<file path="src/rtl/assert_macros.svh">
// Assertion macros shared by the RTL of the session slot allocator.
// Depends on nothing; users provide clk and arst_n in scope.
`ifndef ASSERT_MACROS_SVH
`define ASSERT_MACROS_SVH
`ifndef SYNTHESIS
// Checked outside reset only.
`define SSA_ASSERT(lbl, prop) \
	lbl: assert property (@(posedge clk) disable iff (!arst_n) prop) \
		else $error("ssa assertion failed");
// Checked at every edge, reset included.
`define SSA_ASSERT_ALWAYS(lbl, prop) \
	lbl: assert property (@(posedge clk) prop) else $error("ssa assertion failed");
`else
`define SSA_ASSERT(lbl, prop)
`define SSA_ASSERT_ALWAYS(lbl, prop)
`endif
`endif

</file>
<file path="src/rtl/ssa_pkg.sv">
// Shared types and codes of the session slot allocator.
// No dependencies.
package ssa_pkg;

	localparam int WORD_W = 32;
	localparam int BIT_W = 5;

	localparam logic ACT_ALLOC = 1'b0;
	localparam logic ACT_FREE = 1'b1;

	localparam logic [1:0] STATUS_OK = 2'd0;
	localparam logic [1:0] STATUS_NO_SLOT = 2'd1;
	localparam logic [1:0] STATUS_NOT_BUSY = 2'd2;

	localparam logic [31:0] SEQ_INIT = 32'd1;

	typedef struct packed {
		logic       action;
		logic [5:0] slot_index;
		logic [5:0] srv_high;
		logic [5:0] tgt_high;
		logic       was_sent;
	} req_t;

	typedef struct packed {
		logic [1:0]  status;
		logic [5:0]  granted_slot;
		logic [31:0] sequence_number;
		logic [5:0]  highest_in_use;
	} rsp_t;

	typedef enum logic [2:0] {
		S_CLEAR,
		S_IDLE,
		S_READ,
		S_EXEC,
		S_WAIT,
		S_DONE
	} state_t;

endpackage

</file>
<file path="src/rtl/session_slot_allocator_top.sv">
// Session slot allocator: free map and sequence numbers in RAM, control FSM.
// Depends on ssa_pkg, ssa_prienc and assert_macros.svh.
//
// Usage: a request (req, req_valid/req_ready) either allocates the lowest
// free slot at or below the target limit, or frees a slot. Every request
// gives exactly one response on rsp (rsp_valid/rsp_ready), in order.
// One request is in work at a time. An allocate that finds a slot passes
// through the read, execute and wait states, the wait state taking its
// sequence number; a free passes through read and execute, and through wait
// as well when the highest-in-use mark must be found in a lower word of the
// free map; a request that fails up front (no free slot, index out of range)
// goes straight to the done state. A new request is taken the cycle after
// the response is loaded. The free-map RAM is read, modified and written
// back at most once per item, plus a second read of the sequence RAM
// (allocate) or of the free map (mark scan). After reset the block clears
// both RAMs, one sequence entry per cycle, with req_ready low until the
// clear is done. Responses sit in an output register; when the receiver
// stalls, the finished result waits there and the next request still runs
// until its own result needs the register.
`include "assert_macros.svh"

module session_slot_allocator_top #(
	parameter int SLOT_COUNT = 64
) (
	input  logic          clk,
	input  logic          arst_n,
	input  logic          req_valid,
	output logic          req_ready,
	input  ssa_pkg::req_t req,
	output logic          rsp_valid,
	input  logic          rsp_ready,
	output ssa_pkg::rsp_t rsp
);

	localparam int NW = (SLOT_COUNT + ssa_pkg::WORD_W - 1) / ssa_pkg::WORD_W;
	localparam int WB = (NW > 1) ? $clog2(NW) : 1;
	localparam int FW_DEPTH = 1 << WB;
	localparam int SW = WB + ssa_pkg::BIT_W;
	localparam int SEQ_DEPTH = 1 << SW;
	localparam int UW = SW + 1;

	// bits of word w that hold real slots
	function automatic logic [ssa_pkg::WORD_W-1:0] valid_mask(input logic [WB-1:0] w);
		logic [ssa_pkg::WORD_W-1:0] m;
		for (int b = 0; b < ssa_pkg::WORD_W; b++) begin
			m[b] = {1'b0, w, ssa_pkg::BIT_W'(b)} < UW'(SLOT_COUNT);
		end
		return m;
	endfunction

	function automatic logic [SW-1:0] sat_limit(input logic [5:0] v);
		return (UW'(v) > UW'(SLOT_COUNT - 1)) ? SW'(SLOT_COUNT - 1) : SW'(v);
	endfunction

	ssa_pkg::state_t state_q, state_d;

	ssa_pkg::req_t   item_q;
	logic [WB-1:0]   word_q;
	logic [4:0]      bit_q;
	logic [WB-1:0]   scan_word_q;
	logic [UW-1:0]   ulp1_q;
	logic [SW-1:0]   srv_q;
	logic [SW-1:0]   tgt_q;
	logic [SW-1:0]   clr_q;
	logic [FW_DEPTH-1:0] free_any_q;
	logic [FW_DEPTH-1:0] busy_any_q;

	logic [ssa_pkg::WORD_W-1:0] fw_mem [FW_DEPTH];
	logic [31:0]                seq_mem [SEQ_DEPTH];
	logic [ssa_pkg::WORD_W-1:0] fw_rd_q;
	logic [31:0]                seq_rd_q;

	logic [1:0]    res_status_q;
	logic [SW-1:0] res_slot_q;
	logic [31:0]   res_seq_q;
	logic [SW-1:0] res_hi_q;
	ssa_pkg::rsp_t rsp_q;
	logic          rsp_valid_q;

	// decode
	logic          req_fire;
	logic          idx_ok;
	logic [SW-1:0] idx_sw;
	logic          fw_found;
	logic [WB-1:0] fw_word;
	logic [4:0]    fb_idx;
	logic          fb_found;
	logic [SW-1:0] alloc_slot;
	logic          alloc_ok;
	logic [UW-1:0] ulp_alloc;
	logic [SW-1:0] free_slot;
	logic          is_top;
	logic          slot_free;
	logic [ssa_pkg::WORD_W-1:0] wr_word;
	logic [ssa_pkg::WORD_W-1:0] hb_vec;
	logic          hb_found;
	logic [4:0]    hb_idx;
	logic [FW_DEPTH-1:0] bw_vec;
	logic          bw_found;
	logic [WB-1:0] bw_idx;
	logic          clr_last;
	logic          rsp_load;
	logic [UW-1:0] mark_m1;

	// memory controls
	logic          fw_we, fw_re;
	logic [WB-1:0] fw_wa, fw_ra;
	logic [ssa_pkg::WORD_W-1:0] fw_wd;
	logic          seq_we, seq_re;
	logic [SW-1:0] seq_wa, seq_ra;
	logic [31:0]   seq_wd;

	assign req_fire = req_valid && req_ready;
	assign idx_sw = SW'(req.slot_index);
	assign idx_ok = UW'(req.slot_index) < UW'(SLOT_COUNT);
	assign clr_last = clr_q == SW'(SLOT_COUNT - 1);
	assign rsp_load = (state_q == ssa_pkg::S_DONE) && (!rsp_valid_q || rsp_ready);

	ssa_prienc #(.WIDTH(FW_DEPTH), .HIGH(1'b0)) u_free_word (
		.vec(free_any_q), .found(fw_found), .idx(fw_word)
	);

	ssa_prienc #(.WIDTH(ssa_pkg::WORD_W), .HIGH(1'b0)) u_free_bit (
		.vec(fw_rd_q), .found(fb_found), .idx(fb_idx)
	);

	ssa_prienc #(.WIDTH(ssa_pkg::WORD_W), .HIGH(1'b1)) u_busy_bit (
		.vec(hb_vec), .found(hb_found), .idx(hb_idx)
	);

	ssa_prienc #(.WIDTH(FW_DEPTH), .HIGH(1'b1)) u_busy_word (
		.vec(bw_vec), .found(bw_found), .idx(bw_idx)
	);

	always_comb begin
		alloc_slot = {word_q, fb_idx};
		// the word was picked from the free summary, so a free bit is there
		alloc_ok = fb_found && (alloc_slot <= tgt_q);
		ulp_alloc = (UW'(alloc_slot) >= ulp1_q) ? (UW'(alloc_slot) + UW'(1)) : ulp1_q;
		free_slot = {word_q, bit_q};
		is_top = (UW'(free_slot) + UW'(1)) == ulp1_q;
		slot_free = fw_rd_q[bit_q];
		if (item_q.action == ssa_pkg::ACT_ALLOC) begin
			wr_word = fw_rd_q & ~(ssa_pkg::WORD_W'(1) << fb_idx);
		end else begin
			wr_word = fw_rd_q | (ssa_pkg::WORD_W'(1) << bit_q);
		end
		if (state_q == ssa_pkg::S_WAIT) begin
			hb_vec = ~fw_rd_q & valid_mask(scan_word_q);
		end else begin
			hb_vec = ~wr_word & valid_mask(word_q);
		end
		bw_vec = busy_any_q & ((FW_DEPTH'(1) << word_q) - FW_DEPTH'(1));
	end

	// next state
	always_comb begin
		state_d = state_q;
		case (state_q)
			ssa_pkg::S_CLEAR: begin
				if (clr_last) state_d = ssa_pkg::S_IDLE;
			end
			ssa_pkg::S_IDLE: begin
				if (req_valid) begin
					if (req.action == ssa_pkg::ACT_ALLOC) begin
						state_d = fw_found ? ssa_pkg::S_READ : ssa_pkg::S_DONE;
					end else begin
						state_d = idx_ok ? ssa_pkg::S_READ : ssa_pkg::S_DONE;
					end
				end
			end
			ssa_pkg::S_READ: state_d = ssa_pkg::S_EXEC;
			ssa_pkg::S_EXEC: begin
				if (item_q.action == ssa_pkg::ACT_ALLOC) begin
					state_d = alloc_ok ? ssa_pkg::S_WAIT : ssa_pkg::S_DONE;
				end else if (!slot_free && is_top && !hb_found && bw_found) begin
					state_d = ssa_pkg::S_WAIT;
				end else begin
					state_d = ssa_pkg::S_DONE;
				end
			end
			ssa_pkg::S_WAIT: state_d = ssa_pkg::S_DONE;
			ssa_pkg::S_DONE: begin
				if (!rsp_valid_q || rsp_ready) state_d = ssa_pkg::S_IDLE;
			end
			default: state_d = ssa_pkg::S_IDLE;
		endcase
	end

	// memory strobes
	always_comb begin
		req_ready = state_q == ssa_pkg::S_IDLE;
		fw_we = 1'b0;
		fw_wa = word_q;
		fw_wd = wr_word;
		fw_re = 1'b0;
		fw_ra = word_q;
		seq_we = 1'b0;
		seq_wa = free_slot;
		seq_wd = seq_rd_q + 32'd1;
		seq_re = 1'b0;
		seq_ra = free_slot;
		case (state_q)
			ssa_pkg::S_CLEAR: begin
				fw_we = {1'b0, clr_q} < UW'(NW);
				fw_wa = clr_q[WB-1:0];
				fw_wd = valid_mask(clr_q[WB-1:0]);
				seq_we = 1'b1;
				seq_wa = clr_q;
				seq_wd = ssa_pkg::SEQ_INIT;
			end
			ssa_pkg::S_READ: begin
				fw_re = 1'b1;
				seq_re = 1'b1;
			end
			ssa_pkg::S_EXEC: begin
				if (item_q.action == ssa_pkg::ACT_ALLOC) begin
					fw_we = alloc_ok;
					seq_re = alloc_ok;
					seq_ra = alloc_slot;
				end else begin
					fw_we = !slot_free;
					seq_we = !slot_free && item_q.was_sent;
					// fetch the next lower word that still holds a busy slot
					fw_re = !slot_free && is_top && !hb_found && bw_found;
					fw_ra = bw_idx;
				end
			end
			default: begin
			end
		endcase
	end

	always_ff @(posedge clk) begin
		if (fw_we) fw_mem[fw_wa] <= fw_wd;
		if (fw_re) fw_rd_q <= fw_mem[fw_ra];
	end

	always_ff @(posedge clk) begin
		if (seq_we) seq_mem[seq_wa] <= seq_wd;
		if (seq_re) seq_rd_q <= seq_mem[seq_ra];
	end

	// control state
	always_ff @(posedge clk or negedge arst_n) begin
		if (!arst_n) begin
			state_q <= ssa_pkg::S_CLEAR;
			clr_q <= '0;
			ulp1_q <= '0;
			srv_q <= SW'(SLOT_COUNT - 1);
			tgt_q <= SW'(SLOT_COUNT - 1);
			for (int i = 0; i < FW_DEPTH; i++) begin
				free_any_q[i] <= i < NW;
			end
			busy_any_q <= '0;
			rsp_valid_q <= 1'b0;
		end else begin
			state_q <= state_d;
			if (state_q == ssa_pkg::S_CLEAR) clr_q <= clr_q + SW'(1);
			if (state_q == ssa_pkg::S_EXEC && fw_we) begin
				free_any_q[word_q] <= |wr_word;
				busy_any_q[word_q] <= |(~wr_word & valid_mask(word_q));
			end
			if (state_q == ssa_pkg::S_EXEC) begin
				if (item_q.action == ssa_pkg::ACT_ALLOC) begin
					if (alloc_ok) ulp1_q <= ulp_alloc;
				end else if (!slot_free) begin
					if (item_q.was_sent) begin
						srv_q <= sat_limit(item_q.srv_high);
						tgt_q <= sat_limit(item_q.tgt_high);
					end
					if (is_top) begin
						if (hb_found) begin
							ulp1_q <= UW'({word_q, hb_idx}) + UW'(1);
						end else if (!bw_found) begin
							ulp1_q <= '0;
						end
					end
				end
			end
			if (state_q == ssa_pkg::S_WAIT && item_q.action == ssa_pkg::ACT_FREE) begin
				ulp1_q <= UW'({scan_word_q, hb_idx}) + UW'(1);
			end
			if (rsp_load) begin
				rsp_valid_q <= 1'b1;
			end else if (rsp_ready) begin
				rsp_valid_q <= 1'b0;
			end
		end
	end

	// payload
	always_ff @(posedge clk) begin
		if (req_fire) begin
			item_q <= req;
			word_q <= (req.action == ssa_pkg::ACT_ALLOC) ? fw_word : idx_sw[SW-1:ssa_pkg::BIT_W];
			bit_q <= idx_sw[ssa_pkg::BIT_W-1:0];
			res_status_q <= (req.action == ssa_pkg::ACT_ALLOC) ? ssa_pkg::STATUS_NO_SLOT
				: ssa_pkg::STATUS_NOT_BUSY;
			res_slot_q <= '0;
			res_seq_q <= '0;
			res_hi_q <= '0;
		end
		if (state_q == ssa_pkg::S_EXEC) begin
			scan_word_q <= bw_idx;
			if (item_q.action == ssa_pkg::ACT_ALLOC) begin
				res_status_q <= alloc_ok ? ssa_pkg::STATUS_OK : ssa_pkg::STATUS_NO_SLOT;
				res_slot_q <= alloc_ok ? alloc_slot : '0;
				res_hi_q <= alloc_ok ? SW'(ulp_alloc - UW'(1)) : '0;
			end else begin
				res_status_q <= slot_free ? ssa_pkg::STATUS_NOT_BUSY : ssa_pkg::STATUS_OK;
			end
		end
		if (state_q == ssa_pkg::S_WAIT && item_q.action == ssa_pkg::ACT_ALLOC) begin
			res_seq_q <= seq_rd_q;
		end
		if (rsp_load) begin
			rsp_q.status <= res_status_q;
			rsp_q.granted_slot <= res_slot_q[5:0];
			rsp_q.sequence_number <= res_seq_q;
			rsp_q.highest_in_use <= res_hi_q[5:0];
		end
	end

	assign rsp_valid = rsp_valid_q;
	assign rsp = rsp_q;
	assign mark_m1 = ulp1_q - UW'(1);

	`SSA_ASSERT_ALWAYS(a_mark_in_range, ulp1_q <= UW'(SLOT_COUNT))
	`SSA_ASSERT(a_mark_is_busy, state_q == ssa_pkg::S_IDLE && ulp1_q != '0 |-> busy_any_q[mark_m1[SW-1:ssa_pkg::BIT_W]])
	`SSA_ASSERT(a_grant_below_mark, state_q == ssa_pkg::S_DONE && item_q.action == ssa_pkg::ACT_ALLOC && res_status_q == ssa_pkg::STATUS_OK |-> res_hi_q >= res_slot_q)
	`SSA_ASSERT(a_rsp_from_done, $rose(rsp_valid) |-> $past(state_q) == ssa_pkg::S_DONE)

endmodule

</file>
<file path="src/rtl/ssa_prienc.sv">
// Priority encoder: position of the lowest or highest set bit of a vector.
// No dependencies.
module ssa_prienc #(
	parameter int WIDTH = 32,
	parameter bit HIGH = 1'b0,
	localparam int IW = (WIDTH > 1) ? $clog2(WIDTH) : 1
) (
	input  logic [WIDTH-1:0] vec,
	output logic             found,
	output logic [IW-1:0]    idx
);

	logic [WIDTH-1:0] ord;
	logic [WIDTH-1:0] iso;

	always_comb begin
		for (int i = 0; i < WIDTH; i++) begin
			ord[i] = HIGH ? vec[WIDTH-1-i] : vec[i];
		end
		// isolate the first set bit, then map the one-hot to its position
		iso = ord & (~ord + WIDTH'(1));
		idx = '0;
		for (int i = 0; i < WIDTH; i++) begin
			if (iso[i]) begin
				idx = idx | IW'(HIGH ? (WIDTH - 1 - i) : i);
			end
		end
	end

	assign found = |vec;

endmodule
</file>
<file path="config.mk">
export PLATFORM = sky130hd
export DESIGN_NAME = session_slot_allocator_top
export DESIGN_NICKNAME = d
export VERILOG_FILES = /design/src/rtl/ssa_pkg.sv /design/src/rtl/session_slot_allocator_top.sv /design/src/rtl/ssa_prienc.sv
export VERILOG_INCLUDE_DIRS = /design/src /design/src/rtl
export SDC_FILE = /design/constraint.sdc
export NUM_CORES = 2
export LEC_CHECK = 0
export BUFFER_PORTS_ARGS = -buffer_cell sky130_fd_sc_hd__buf_2
export CORE_UTILIZATION = 48
export CTS_BUF_LIST = sky130_fd_sc_hd__clkbuf_16
export CTS_CLUSTER_DIAMETER = 100
export DETAILED_ROUTE_END_ITERATION = 8
export GPL_TIMING_DRIVEN = 1
export HOLD_SLACK_MARGIN = 0.06
export PLACE_DENSITY_LB_ADDON = 0.25
export SYNTH_ARGS = -nofsm -noshare
export SYNTH_HDL_FRONTEND = slang
export SYNTH_SLANG_ARGS = --single-unit
</file>
<file path="constraint.sdc">
create_clock -name clk -period 8.49 [get_ports clk]
set_clock_uncertainty 0.1 [all_clocks]
set_input_delay 1.698 -clock clk [delete_from_list [all_inputs] [get_ports clk]]
set_output_delay 1.698 -clock clk [all_outputs]
set_load 0.02 [all_outputs]
</file>
==> impl_results.html <==
<table>
<tr><th>Metric</th><th>Value</th></tr>
<tr><th colspan="2">Logic synthesis</th></tr>
<tr><td>Syn avg cell area</td><td>around 18 um2</td></tr>
<tr><td>#FFs+latches synth</td><td>2308</td></tr>
<tr><td>Flip-flop cell with the highest count after synthesis</td><td>edfxtp_1</td></tr>
<tr><td>Post-synthesis async set-or-reset flop share</td><td>1.13%</td></tr>
<tr><td>Cell area after technology mapping</td><td>slightly above 90000 um2</td></tr>
<tr><td>Syn_nets</td><td>between 5000 and 6000</td></tr>
<tr><td>Number of distinct standard cells referenced by the synthesized netlist</td><td>86</td></tr>
<tr><td>Most used standard cell by instance count after synthesis</td><td>edfxtp_1</td></tr>
<tr><td>Sequential cell area fraction in the yosys report</td><td>between 70% and 80%</td></tr>
<tr><td>Synthesis warning total</td><td>0</td></tr>
<tr><td>Most frequent cells after synthesis</td><td>edfxtp_1, nand2_1, mux4_2, a21oi_1, nor2_1</td></tr>
<tr><td>Number of enable flip-flop cells after synthesis</td><td>between 2000 and 2500</td></tr>
<tr><td>Portion of synthesized cell area occupied by the leading cell type</td><td>about three quarters</td></tr>
<tr><td>Cell taking the most area after synthesis</td><td>edfxtp_1</td></tr>
<tr><td>Instance count of the mapped netlist</td><td>5013</td></tr>
<tr><td>Biggest area contributors in the synthesized netlist</td><td>edfxtp_1, mux4_2, nand2_1, a21oi_1, nand3_1</td></tr>
<tr><th colspan="2">Route</th></tr>
<tr><td>Routed via count</td><td>a little under 50000</td></tr>
<tr><td>Drt drc</td><td>0</td></tr>
<tr><td>Average wire per cell in the routed design</td><td>between 30 and 40 um</td></tr>
<tr><td>Number of iterations in the first detailed-routing pass</td><td>6</td></tr>
<tr><td>Antenna Nets Post-Route</td><td>0</td></tr>
<tr><td>Number of design-rule violations left by the first detailed-router iteration</td><td>5755</td></tr>
<tr><td>Overall routed net length</td><td>~240 mm</td></tr>
<tr><td>Number of vias per cell after detailed routing</td><td>slightly above 6</td></tr>
<tr><th colspan="2">Critical path</th></tr>
<tr><td>Worst flop-to-flop path startpoint</td><td>fw_rd_q[1]</td></tr>
<tr><td>Required time at the endpoint of the critical path</td><td>approximately 9 ns</td></tr>
<tr><td>R2r setup slk</td><td>2.22 ns</td></tr>
<tr><td>Endpoint of the worst register-to-register path</td><td>seq_rd_q[20]</td></tr>
<tr><td>Type of element launching the critical path</td><td>flop</td></tr>
<tr><td>Origin of the worst setup path</td><td>fw_rd_q[1]</td></tr>
<tr><td>CP arrival</td><td>approximately 6.7 ns</td></tr>
<tr><td>Kind of critical path</td><td>flop to flop</td></tr>
<tr><td>Critical Path End</td><td>seq_rd_q[20]</td></tr>
<tr><td>Critical path capture point type</td><td>flop</td></tr>
<tr><td>Highest fanout seen on the critical path</td><td>32</td></tr>
<tr><td>Reg2reg path depth</td><td>14</td></tr>
<tr><th colspan="2">Timing</th></tr>
<tr><td>Max-Slew Margin vs Limit</td><td>12.1%</td></tr>
<tr><td>Post-layout minimum cycle time</td><td>~6.3 ns</td></tr>
<tr><td>Final worst hold slack</td><td>0.309 ns</td></tr>
<tr><td>Number of hold violations in the final report</td><td>0</td></tr>
<tr><td>Final total negative setup slack</td><td>0 ns</td></tr>
<tr><td>Count of pins over their slew limit</td><td>0</td></tr>
<tr><td>Total of endpoints with negative setup slack in the final report</td><td>0</td></tr>
<tr><td>Pin slew with the least headroom to its limit</td><td>between 1 and 1.5 ns</td></tr>
<tr><td>Setup repair after global routing missed its margin</td><td>no</td></tr>
<tr><td>FMAX</td><td>around 160 MHz</td></tr>
<tr><td>Post-route fraction of the period consumed by the critical path</td><td>roughly three quarters</td></tr>
<tr><th colspan="2">Floorplanning</th></tr>
<tr><td>Total core area</td><td>191000 um2</td></tr>
<tr><td>Number of cell rows</td><td>160</td></tr>
<tr><td>Die Y-Extent</td><td>441 um</td></tr>
<tr><td>Die outline width</td><td>around 440 um</td></tr>
<tr><td>Starting density of the core</td><td>between 40% and 50%</td></tr>
<tr><td>Io pins</td><td>72</td></tr>
<tr><td>Overall die area</td><td>between 150000 and 200000 um2</td></tr>
<tr><th colspan="2">Power</th></tr>
<tr><td>Portion of total power attributed to the clock network</td><td>29.6%</td></tr>
<tr><td>Highest ir drop seen on vdd</td><td>roughly 0.00031 V</td></tr>
<tr><td>Sequential fraction of design power</td><td>between 40 and 50%</td></tr>
<tr><td>Combinational power share</td><td>25.6%</td></tr>
<tr><td>Sw Ratio</td><td>a little under a third</td></tr>
<tr><td>Internal portion of total power</td><td>about 23 mW</td></tr>
<tr><td>Power per unit of standard cell area</td><td>roughly 320 nW/um2</td></tr>
<tr><td>Cell leakage power</td><td>around 34 nW</td></tr>
<tr><td>Net Switching</td><td>10.6 mW</td></tr>
<tr><th colspan="2">Clocking</th></tr>
<tr><td>Root Buffer Master</td><td>clkbuf_16</td></tr>
<tr><td>Clock Latency Late Sink</td><td>approximately 0.86 ns</td></tr>
<tr><td>Clock-pin transition on the worst setup and hold timing paths</td><td>around 0.07 ns</td></tr>
<tr><td>Post-CTS Repair Setup Buffers</td><td>0</td></tr>
<tr><td>CTS buffer count</td><td>between 200 and 250</td></tr>
<tr><td>Clock sink total</td><td>about 2300</td></tr>
<tr><td>Post-CTS Resized</td><td>0</td></tr>
<tr><td>Clock Tree Buf Depth</td><td>3</td></tr>
<tr><td>H-tree levels</td><td>4</td></tr>
<tr><td>Clock tree from TritonCTS</td><td>done</td></tr>
<tr><td>Hold bufs inserted after CTS</td><td>0</td></tr>
<tr><th colspan="2">Cells and area</th></tr>
<tr><td>Layout Area Growth over Synthesis</td><td>13.0%</td></tr>
<tr><td>Final net count</td><td>5252</td></tr>
<tr><td>Core occupancy in the finished layout</td><td>between 50 and 60%</td></tr>
<tr><td>Share of post-route cells with drive strength above 1</td><td>around 24%</td></tr>
<tr><th colspan="2">Placement</th></tr>
<tr><td>Last weighted congestion value of the routability-driven placer</td><td>0.917</td></tr>
<tr><td>Number of input and output port buffers inserted</td><td>65</td></tr>
<tr><td>Total half-perimeter wirelength after legalization and detailed placement</td><td>roughly 140 mm</td></tr>
<tr><th colspan="2">Global route</th></tr>
<tr><td>Global-route wire length before repair</td><td>341 mm</td></tr>
<tr><td>Largest net degree at the start of global routing</td><td>~120</td></tr>
<tr><td>Number of antenna violations at the first check in global routing</td><td>11</td></tr>
<tr><td>Overall overflow remaining after global route</td><td>0</td></tr>
<tr><td>Via count of the first global-routing pass</td><td>between 40000 and 50000</td></tr>
<tr><td>Global Route Usage Sum</td><td>roughly 25%</td></tr>
<tr><th colspan="2">Job</th></tr>
<tr><td>Max-Cap Viols</td><td>0</td></tr>
<tr><th colspan="2">Run status</th></tr>
<tr><td>Run status</td><td>finished, final reports clean</td></tr>
<tr><th colspan="2">Worst hold path</th></tr>
<tr><td>Hold Crit Class</td><td>flop to flop</td></tr>
</table>
-- metrics by stage --
stage	instances	power [mW]	setup WS [ns]	instance area, um2
6_report	7905	33.4	2.22	104000
4_1_cts	7903	33.6	2.33	104000
2_1_floorplan	5013	20.1	1.98	92300
3_3_place_gp	7484	23.6	2.36	97000
3_5_place_dp	7484	23.7	2.34	97000
5_1_grt	7903	34.5	1.95	104000
-- cells by family (layout without fill, tap and decap cells) --
group | Yosys count | after routing | share of synthesized area, %
AO/OA/AOI/OAI | 503 | 503 | 3.50
XOR/XNOR | 50 | 50 | 0.474
adder cells (fa/ha/maj) | 28 | 28 | 0.380
buffers and inverters | 333 | 712 | 1.50
flip-flops | 2308 | 2308 | 74.8
multiplexers | 572 | 572 | 13.3
other | 0 | 2 | 0
AND/OR/NAND/NOR | 1219 | 1219 | 5.97
-- layer usage --
layer / GRT usage, % / share of wire, % / vias up
li1: - / - / 20600
met1: 33.9 / 40 / 25500
met2: 39.0 / 48 / 2121
met3: 5.73 / 9.0 / 369
met4: 7.91 / 3.1 / 2
met5: 0.720 / 0.082 / -
-- worst max-delay path, stage by stage (launching register included) --
cell and delay (ns):
edfxtp_1 0.52, nor4_1 0.46, nand4b_1 0.37, nor4_1 0.64, a21oi_1 0.12, and3b_1 0.40, a21oi_4 0.73, buf_12 0.28
buf_12 0.25, mux4_2 0.34, nand2_1 0.07, and3_1 0.20, a31oi_1 0.11, a32oi_1 0.93, o221ai_1 0.37
-- worst min-delay path by stage --
stage | start | endpoint | slack [ns] | cells past startpoint
final | res_seq_q[28] | rsp[34] | 0.31 | 0
after global routing | res_seq_q[5] | rsp[11] | 0.32 | 0
after CTS | res_seq_q[28] | rsp[34] | 0.31 | 0
after detailed placement | res_seq_q[22] | rsp[28] | 0.30 | 0
after global placement | res_seq_q[26] | rsp[32] | 0.31 | 0
after floorplan | res_seq_q[4] | rsp[10] | 0.30 | 0
-- sequential cells by signal (all words and copies together) (netlist names), 6 cells and up --
signal	cells
fw_rd_q	32
tgt_q	6
fw_mem	64
item_q	8
ulp1_q	7
res_seq_q	32
res_slot_q	6
rsp	46
res_hi_q	6
clr_q	6
seq_mem	2048
seq_rd_q	32
-- power groups by stage --
stage	clock (mW)	sequential, mW	combinational (mW)
finish	9.88	15.0	8.57
detailed placement	0	15.2	8.56
global route	10.4	15.0	9.04
global placement	0	15.2	8.42
CTS	10.0	14.9	8.58
floorplan	0	15.2	4.94
-- final cells by class --
class	count	area, um2
diodes	2	5.00
well taps	2511	3140
clock inverters	193	1650
clock buffers	226	5660
flip-flops and latches	2308	69100
inverters	45	169
multi-input cells	2372	22700
fillers	14600	86300
repair buffers	248	1890
-- cells in the final DEF (no fill, tap or decap), types with 65 or more instances in the layout --
cell,instances
a21oi_1,187
a31oi_1,75
and3_1,75
buf_2,65
buf_4,168
clkbuf_16,226
edfxtp_1,2270
inv_1,83
mux4_2,520
nand2_1,649
nand3_1,131
nor2_1,72
nor2_4,92
(Power assumes the default switching activity.)
